## src/hw/rtl/pmau_pkg.sv

```systemverilog
package pmau_pkg;

  localparam int PAGE_BITS_DEF     = 12;
  localparam int TABLE_ENTRIES_DEF = 16;
  localparam int FRAME_COUNT_DEF   = 16;

  localparam logic [2:0] OP_READ  = 3'd0;
  localparam logic [2:0] OP_WRITE = 3'd1;
  localparam logic [2:0] OP_MAP   = 3'd2;
  localparam logic [2:0] OP_UNMAP = 3'd3;
  localparam logic [2:0] OP_ATTR  = 3'd4;

  localparam logic [3:0] ST_OK          = 4'd0;
  localparam logic [3:0] ST_RD_UNMAPPED = 4'd1;
  localparam logic [3:0] ST_RD_CROSS    = 4'd2;
  localparam logic [3:0] ST_RD_PERM     = 4'd3;
  localparam logic [3:0] ST_WR_UNMAPPED = 4'd4;
  localparam logic [3:0] ST_WR_CROSS    = 4'd5;
  localparam logic [3:0] ST_WR_PERM     = 4'd6;
  localparam logic [3:0] ST_MAPPED      = 4'd7;
  localparam logic [3:0] ST_NO_FRAME    = 4'd8;
  localparam logic [3:0] ST_ATTR_UNMAP  = 4'd9;

  // controller to datapath
  typedef struct packed {
    logic load;       // capture input beat
    logic lookup;     // resolve translation and decide
    logic mem_rd;     // issue byte read at current count
    logic mem_wr;     // write byte at current count
    logic rd_capture; // shift returned byte into read data
    logic zero_wr;    // write zero byte during page clear
    logic commit;     // update table and tlb after a successful map
    logic finish;     // register status and read data, with sign extension
  } pmau_cmd_t;

  // datapath to controller
  typedef struct packed {
    logic do_read;
    logic do_write;
    logic do_zero;
    logic last_byte;
    logic last_zero;
  } pmau_sts_t;

endpackage

```

## src/hw/rtl/pmau_ctrl.sv

```systemverilog
module pmau_ctrl (
  input  logic               clk,
  input  logic               rst_n,
  input  logic               in_fire,
  output logic               in_ready,
  output logic               out_valid,
  input  logic               out_ready,
  input  pmau_pkg::pmau_sts_t sts,
  output pmau_pkg::pmau_cmd_t cmd
);

  typedef enum logic [6:0] {
    S_IDLE   = 7'b0000001,
    S_LOOKUP = 7'b0000010,
    S_RD     = 7'b0000100,
    S_RDWAIT = 7'b0001000,
    S_WR     = 7'b0010000,
    S_ZERO   = 7'b0100000,
    S_DONE   = 7'b1000000
  } state_t;

  state_t state_r, state_nxt;
  logic   out_valid_r, out_valid_nxt;

  always_comb begin
    state_nxt     = state_r;
    out_valid_nxt = out_valid_r;
    cmd           = '0;
    if (out_valid_r && out_ready) begin
      out_valid_nxt = 1'b0;
    end
    unique case (state_r)
      S_IDLE: begin
        if (in_fire) begin
          cmd.load  = 1'b1;
          state_nxt = S_LOOKUP;
        end
      end
      S_LOOKUP: begin
        cmd.lookup = 1'b1;
        if (sts.do_read) begin
          state_nxt = S_RD;
        end else if (sts.do_write) begin
          state_nxt = S_WR;
        end else if (sts.do_zero) begin
          state_nxt = S_ZERO;
        end else begin
          state_nxt = S_DONE;
        end
      end
      S_RD: begin
        cmd.mem_rd = 1'b1;
        state_nxt  = S_RDWAIT;
      end
      S_RDWAIT: begin
        cmd.rd_capture = 1'b1;
        state_nxt      = sts.last_byte ? S_DONE : S_RD;
      end
      S_WR: begin
        cmd.mem_wr = 1'b1;
        if (sts.last_byte) begin
          state_nxt = S_DONE;
        end
      end
      S_ZERO: begin
        cmd.zero_wr = 1'b1;
        if (sts.last_zero) begin
          cmd.commit = 1'b1;
          state_nxt  = S_DONE;
        end
      end
      S_DONE: begin
        if (!out_valid_r || out_ready) begin
          cmd.finish    = 1'b1;
          out_valid_nxt = 1'b1;
          state_nxt     = S_IDLE;
        end
      end
      default: state_nxt = S_IDLE;
    endcase
  end

  always_ff @(posedge clk) begin
    if (!rst_n) begin
      state_r     <= S_IDLE;
      out_valid_r <= 1'b0;
    end else begin
      state_r     <= state_nxt;
      out_valid_r <= out_valid_nxt;
    end
  end

  assign in_ready  = (state_r == S_IDLE);
  assign out_valid = out_valid_r;

  a_one_hot: assert property (@(posedge clk) disable iff (!rst_n) $onehot(state_r))
    else $error("state not one-hot");
  a_load_idle: assert property (@(posedge clk) disable iff (!rst_n)
    cmd.load |=> state_r == S_LOOKUP)
    else $error("load did not start lookup");
  a_done_valid: assert property (@(posedge clk) disable iff (!rst_n)
    cmd.finish |=> out_valid)
    else $error("finish without result");

endmodule

```

## config.mk

```make
export PLATFORM = sky130hd
export DESIGN_NAME = pmau_ctrl
export DESIGN_NICKNAME = d
export VERILOG_FILES = /design/src/hw/rtl/pmau_pkg.sv /design/src/hw/rtl/pmau_ctrl.sv
export SDC_FILE = /design/constraint.sdc
export NUM_CORES = 1
export LEC_CHECK = 0
export BUFFER_PORTS_ARGS = -buffer_cell sky130_fd_sc_hd__buf_4
export CELL_PAD_IN_SITES_DETAIL_PLACEMENT = 1
export CELL_PAD_IN_SITES_GLOBAL_PLACEMENT = 1
export CORE_MARGIN = 10
export CORE_UTILIZATION = 32
export CTS_CLUSTER_SIZE = 16
export DETAILED_ROUTE_END_ITERATION = 16
export PLACE_DENSITY_LB_ADDON = 0.1
export SLEW_MARGIN = 20
export SYNTH_ARGS = -nofsm -noshare
export SYNTH_HDL_FRONTEND = slang
export SYNTH_SLANG_ARGS = --single-unit
```

## constraint.sdc

```tcl
create_clock -name clk -period 2.1 [get_ports clk]
set_input_delay 0.105 -clock clk [delete_from_list [all_inputs] [get_ports clk]]
set_output_delay 0.105 -clock clk [all_outputs]
set_load 0.01 [all_outputs]
```

==> metrics.txt, run 1 <==
number of max-capacitance violations reported=0; worst hold margin=0.106 ns; number of top-level design ports=19; Final Skew=0.00370 ns; yosys synthesis warning count=0; setup slack after placement=0.356 ns; Detailed Route Iter0 Violations=8; Post-Syn Nets=73; Area growth syn-to-layout=35.1%; area after detailed placement=661 um^2; count of flip-flops with a built-in enable after synthesis=0; Critical Path, Cell by Cell=or4_1, or3_1, inv_1, and2_1, buf_4; area of the die=3570 um^2; worst setup margin=0.126 ns; number of nets in the finished design=96; Fmax achieved=506 MHz; post-route insts no fill=101; Final Cycle Share=94.0%; Clock Power Share=33.6%; global router's overall resource usage=9.18%; power density over the cells=505 nW/um^2; routed via count=555; Critical Path Sink Type=primary output; setup violation total in the final timing report=0; arrival time worst endpoint=1.87 ns; largest area contributor in the synthesized netlist=sky130_fd_sc_hd__dfxtp_1; sequential power share=47.2%; Final ANT Viol Nets=0; commonest register cell after synthesis=sky130_fd_sc_hd__dfxtp_1; area of all sequential standard cells=160 um^2; post-CTS resize count=0; number of inserted diodes=0; total internal power=0.256 mW; sum of overflow across all layers after global routing=0; net switching component of the power=0.0889 mW; CP Launch Type=flop; Max transition margin=64.3%; H-tree depth=1; Clk pin slew, worst setup/hold paths=0.05 ns; count of input and output buffers=18; Cell Rows=14; DR pass1 iterations=4; total of flip-flops plus latches after synthesis=8; number of antenna violations at the first check in global routing=0; initial core utilization=33.6%; mapped cell area=505 um^2; Final Instance Area=683 um^2; Async SR Flop Fraction=0%; leading cell types by count after synthesis=sky130_fd_sc_hd__dfxtp_1, sky130_fd_sc_hd__inv_1, sky130_fd_sc_hd__nor2_1, sky130_fd_sc_hd__and2_1, sky130_fd_sc_hd__nand3_1; required time of the critical path=2.00 ns; Synth cell types=31; Placer Congestion=0.807; combined area of the multi-input logic cells=327 um^2; mean routed wirelength per cell=15.5 um; pins over their slew limit=0; TritonCTS clock tree=yes; setup repair after global routing missed its margin=no; combinational fraction of design power=19.2%; Area contributors post-synth=sky130_fd_sc_hd__dfxtp_1, sky130_fd_sc_hd__and2_1, sky130_fd_sc_hd__a21boi_0, sky130_fd_sc_hd__nand3_1, sky130_fd_sc_hd__and3_1; cell with the most instances after synthesis=sky130_fd_sc_hd__dfxtp_1; register area share after synthesis=31.7%; maximum number of pins on one net before global-route repair=10; IR Drop Worst-Case VDD=342 uV; Setup Crit Path Kind=flop to primary output; static leakage power=0.316 nW; post-layout total power=0.345 mW; detailed-route wire length=1.57 mm; vertical extent of the die=59.7 um; Reg2Reg Setup Slack=0.35 ns; result of the run=finished, final reports clean; Num CTS Buffers=3; DR vias/cell=5.50; proportion of netlist area held by the largest area contributor=31.7%; type of the worst min-delay path=input pin to flop; synthesized instance count=64; HPWL after detailed placement=1.30 mm; total number of clock tree sinks=8; critical path peak fanout=7; ratio of cells with drive above 1 in the final layout=29.4%; final period demand of the worst path=1.97 ns; highest-delay cell along the critical path=sky130_fd_sc_hd__or4_1; number of hold violations in the final report=0; number of setup buffers added after CTS=0; total of hold buffers inserted after clock tree synthesis=0; Clk Tree Root Cell=sky130_fd_sc_hd__clkbuf_4; crit-path max cell delay=0.56 ns; number of buffers on the longest clock path=2; first-pass GRT wire length=2.56 mm; horizontal die dimension=59.7 um; Avg Synthesized Cell Area=7.90 um^2; Setup TNS=0 ns; via count of the first global-routing pass=545; Util after Layout=45.3%; Floorplan Core Area=1510 um^2; switching part of the total power=25.8%; Remaining DRCs=0; worst slew pin tran=0.529 ns; placed cell count=98; clock latency at the later pin of the worst-skew pair=0.25 ns; filler instances=200
[registers in the layout, indices dropped and copies added, names as in the netlist]
name / count
out_valid: 1
state_r: 7
[cells in the final DEF, fill, tap and decap left out, types with 2 or more instances in the layout]
| cell | count |
|---|---|
| sky130_fd_sc_hd__inv_1 | 5 |
| sky130_fd_sc_hd__nor2_1 | 5 |
| sky130_fd_sc_hd__a21boi_0 | 3 |
| sky130_fd_sc_hd__nor3_1 | 2 |
| sky130_fd_sc_hd__or2_2 | 3 |
| sky130_fd_sc_hd__nor4_1 | 2 |
| sky130_fd_sc_hd__nand3_1 | 4 |
| sky130_fd_sc_hd__and3_1 | 3 |
| sky130_fd_sc_hd__nand2_1 | 2 |
| sky130_fd_sc_hd__or3_1 | 3 |
| sky130_fd_sc_hd__clkbuf_4 | 3 |
| sky130_fd_sc_hd__dfxtp_1 | 8 |
| sky130_fd_sc_hd__buf_4 | 18 |
| sky130_fd_sc_hd__and2_1 | 4 |
| sky130_fd_sc_hd__nand2b_1 | 2 |
[area by class of cell]
type                       instances  share of cell area (%)
tap                               16                    2.93
multi-input combinational         51                    47.8
clock buffer                       3                    3.30
timing repair buffer              18                    19.8
sequential                         8                    23.4
inverter                           5                    2.75
[kinds of logic (layout without fill, tap and decap cells)]
group / after synthesis / after routing / share of synthesized area (%)
and+or+nand+nor: 36 / 36 / 41.3
AOI/OAI and AO/OA: 14 / 14 / 21.5
DFF: 8 / 8 / 31.7
buffers and inverters: 5 / 26 / 3.71
xor gates and xnor gates: 1 / 1 / 1.73
[final timing paths]
| check | from | cells past startpoint | endpoint |
|---|---|---|---|
| hold reg to reg | out_valid | 3 | out_valid |
| setup reg to reg | state_r[4] | 4 | state_r[0] |
| hold / removal | in_fire | 2 | state_r[1] |
| setup / recovery | state_r[4] | 5 | cmd[7] |
[power by group through the flow]
stage / sequential [mW] / clock (mW) / combinational [mW]
4_1_cts: 0.163 / 0.120 / 0.0679
2_1_floorplan: 0.164 / 0 / 0.0338
6_report: 0.163 / 0.116 / 0.0664
3_3_place_gp: 0.166 / 0 / 0.0669
3_5_place_dp: 0.166 / 0 / 0.0674
5_1_grt: 0.164 / 0.126 / 0.0754
[worst max-delay path, delay by kind of cell (launching register included)]
kind,cells,cell delay (ns)
flops,1,0.35
buf+inv,2,0.20
simple gates,3,1.06
[layer usage]
layer | GRT usage [%] | vias to the layer above | wire, um
met3 | 2.33 | 2 | 85
met2 | 14.4 | 9 | 804
met4 | 4.81 | 0 | 11
met1 | 11.1 | 264 | 668
li1 | - | 280 | -
met5 | 0 | - | 0
Power figures use the tool's default switching activity.
==> run 2, diff against run 1 <==
CORE_UTILIZATION = 29   (was 32)
clock period = 1.6 ns   (was 2.1 ns; I/O delays follow)
==> metrics.txt, run 2 (synthesis results as in run 1) <==
result of the run=complete, but fails checks; violations in the final reports=setup timing; routed via count=642 (+16%); met2 Resource Use GR=16.5% (+2.1 points); Final Skew=0.00536 ns (+0.00166 ns); Clk Tree Root Cell=sky130_fd_sc_hd__clkbuf_4; TritonCTS clock tree=yes; setup violation total in the final timing report=5 (+5); switching part of the total power=29.1% (+3.3 points); maximum number of pins on one net before global-route repair=10 (unchanged); Hold Path End=state_r[1]; worst setup margin=-0.314 ns (-0.440 ns); leading cell type in the layout, fill and taps excluded=sky130_fd_sc_hd__buf_4; Placer Congestion=0.738 (-8.6%); Max transition margin=68.8% (+4.5 points); count of input and output buffers=18 (unchanged); ratio of cells with drive above 1 in the final layout=60.4% (+31 points); type of the worst min-delay path=input pin to flop; met3 layer usage reported by global route=3.05% (+0.72 points); total internal power=0.383 mW (+50%); power density over the cells=589 nW/um^2 (+17%); Biggest register=state_r; via count of the first global-routing pass=652 (+20%); clock latency at the later pin of the worst-skew pair=0.26 ns (about the same); net switching component of the power=0.157 mW (+77%); placed cell count=110 (+12%); global router's overall resource usage=10.3% (+1.1 points); H-tree depth=1 (unchanged); Fmax achieved=522 MHz; critical path peak fanout=3 (-4); sequential power share=38.5% (-8.7 points); horizontal die dimension=61.8 um (+3.4%); WHS Path Cells=2 (unchanged); Area growth syn-to-layout=81.4%; number of max-capacitance violations reported=0 (unchanged); Num CTS Buffers=3 (unchanged); Detailed Route Iter0 Violations=2 (-6); area of the die=3810 um^2 (+6.8%); number of hold violations in the final report=0 (unchanged); mean routed wirelength per cell=17.7 um (+14%); final period demand of the worst path=1.91 ns; Clk pin slew, worst setup/hold paths=0.06 ns (about the same); HPWL after detailed placement=1.45 mm (+12%); sum of overflow across all layers after global routing=0 (unchanged); first-pass GRT wire length=2.94 mm (+15%); startpoint of the worst hold path=in_fire; number of nets in the finished design=112 (+17%); Final ANT Viol Nets=0 (unchanged); worst hold margin=0.0761 ns (-0.0300 ns); Cell Rows=15 (+1); number of antenna violations at the first check in global routing=0 (unchanged); combinational fraction of design power=30.7% (+12 points); top library cells by usage in the layout, fill and taps aside=sky130_fd_sc_hd__buf_4, sky130_fd_sc_hd__dfxtp_1; required time of the critical path=1.52 ns (-0.48 ns); met1 GRT Util=12.5% (+1.4 points); Final Cycle Share=120%; gr busiest metal=met2; Reg2Reg Setup Slack=-0.16 ns (-0.51 ns); flip-flop count of the largest register, all copies and words added=7 (unchanged); DR vias/cell=5.44 (-0.99%); DR pass1 iterations=4 (unchanged); CP Launch Type=flop; arrival time worst endpoint=1.83 ns (-0.04 ns); total number of clock tree sinks=8 (unchanged); number of buffers on the longest clock path=2 (unchanged); Remaining DRCs=0 (unchanged); number of inserted diodes=0 (unchanged); Critical Path Sink Type=primary output; IR Drop Worst-Case VDD=605 uV (+77%); detailed-route wire length=2.09 mm (+33%); vertical extent of the die=61.8 um (+3.4%); worst slew pin tran=0.463 ns (-0.0656 ns); total of hold buffers inserted after clock tree synthesis=0 (unchanged); post-route insts no fill=118 (+17%); R2R Path Start=state_r[4]; Clock Power Share=30.8% (-2.8 points); Floorplan Core Area=1690 um^2 (+12%); number of cells on the worst reg-to-reg path=5 (+1); initial core utilization=29.9% (-3.6 points); static leakage power=0.418 nW (+32%); Setup Crit Path Kind=flop to primary output; number of top-level design ports=19 (unchanged); capture point of the worst reg-to-reg path=state_r[0]; pins over their slew limit=0 (unchanged); setup repair after global routing missed its margin=yes
run 2: cell types whose count changed in the layout (fill, tap and decap cells not counted), sizes merged:
cell,change
buf,+16
run 2: layer usage:
metal | routed length [um] | vias up
met1 | 930 | 312
met5 | 0 | -
met3 | 100 | 2
li1 | - | 314
met2 | 1040 | 14
met4 | 15 | 0
run 2: metrics by stage:
stage	TNS, ns	cell area (um^2)	total power, mW	util (%)	setup slack, ns
6_report	-0.815	917	0.541	54.3	-0.314
5_1_grt	-1.15	917	0.567	54.3	-0.367
3_3_place_gp	-0.00136	744	0.315	44.1	-0.00136
4_1_cts	-0.544	825	0.501	48.8	-0.278
2_1_floorplan	0	505	0.260	-	0.00162
3_5_place_dp	-0.0720	744	0.318	44.1	-0.0548
run 2: worst max path at each step:
| stage | slack, ns | to | startpoint |
|---|---|---|---|
| detailed placement | -0.05 | cmd[7] | state_r[4] |
| global route | -0.37 | cmd[7] | state_r[4] |
| CTS | -0.28 | cmd[7] | state_r[4] |
| floorplan | 0.002 | cmd[7] | state_r[4] |
| finish | -0.31 | cmd[7] | state_r[4] |
| global placement | -0.001 | cmd[7] | state_r[5] |
run 2: layout make-up:
class	count	area, um^2
clock buffer	3	22.5
fill	206	772
inverter	5	21.3
multi-input combinational	51	423
sequential	8	166
tap	17	21.3
timing repair buffer	34	263
run 2: critical path, cell delays in order (launching register included):
cell and delay (ns):
sky130_fd_sc_hd__dfxtp_2 0.32, sky130_fd_sc_hd__or4_4 0.54, sky130_fd_sc_hd__or3_4 0.42, sky130_fd_sc_hd__inv_4 0.07, sky130_fd_sc_hd__and2_4 0.13, sky130_fd_sc_hd__buf_6 0.09
run 2: repair_timing:
| action | CTS | global route |
|---|---|---|
| setup buffers | 2 | 3 |
| pin swaps | 5 | 5 |
| cloned | 0 | 0 |
| endpoints found under the setup margin | 9 | 11 |
| gates resized for setup | 12 | 18 |
run 2: power by group through the flow:
| stage | logic, mW | registers, mW | clock network (mW) |
|---|---|---|---|
| 6_report | 0.166 | 0.208 | 0.167 |
| 5_1_grt | 0.180 | 0.209 | 0.178 |
| 4_1_cts | 0.127 | 0.209 | 0.164 |
| 3_5_place_dp | 0.105 | 0.213 | 0 |
| 3_3_place_gp | 0.102 | 0.213 | 0 |
| 2_1_floorplan | 0.0444 | 0.216 | 0 |
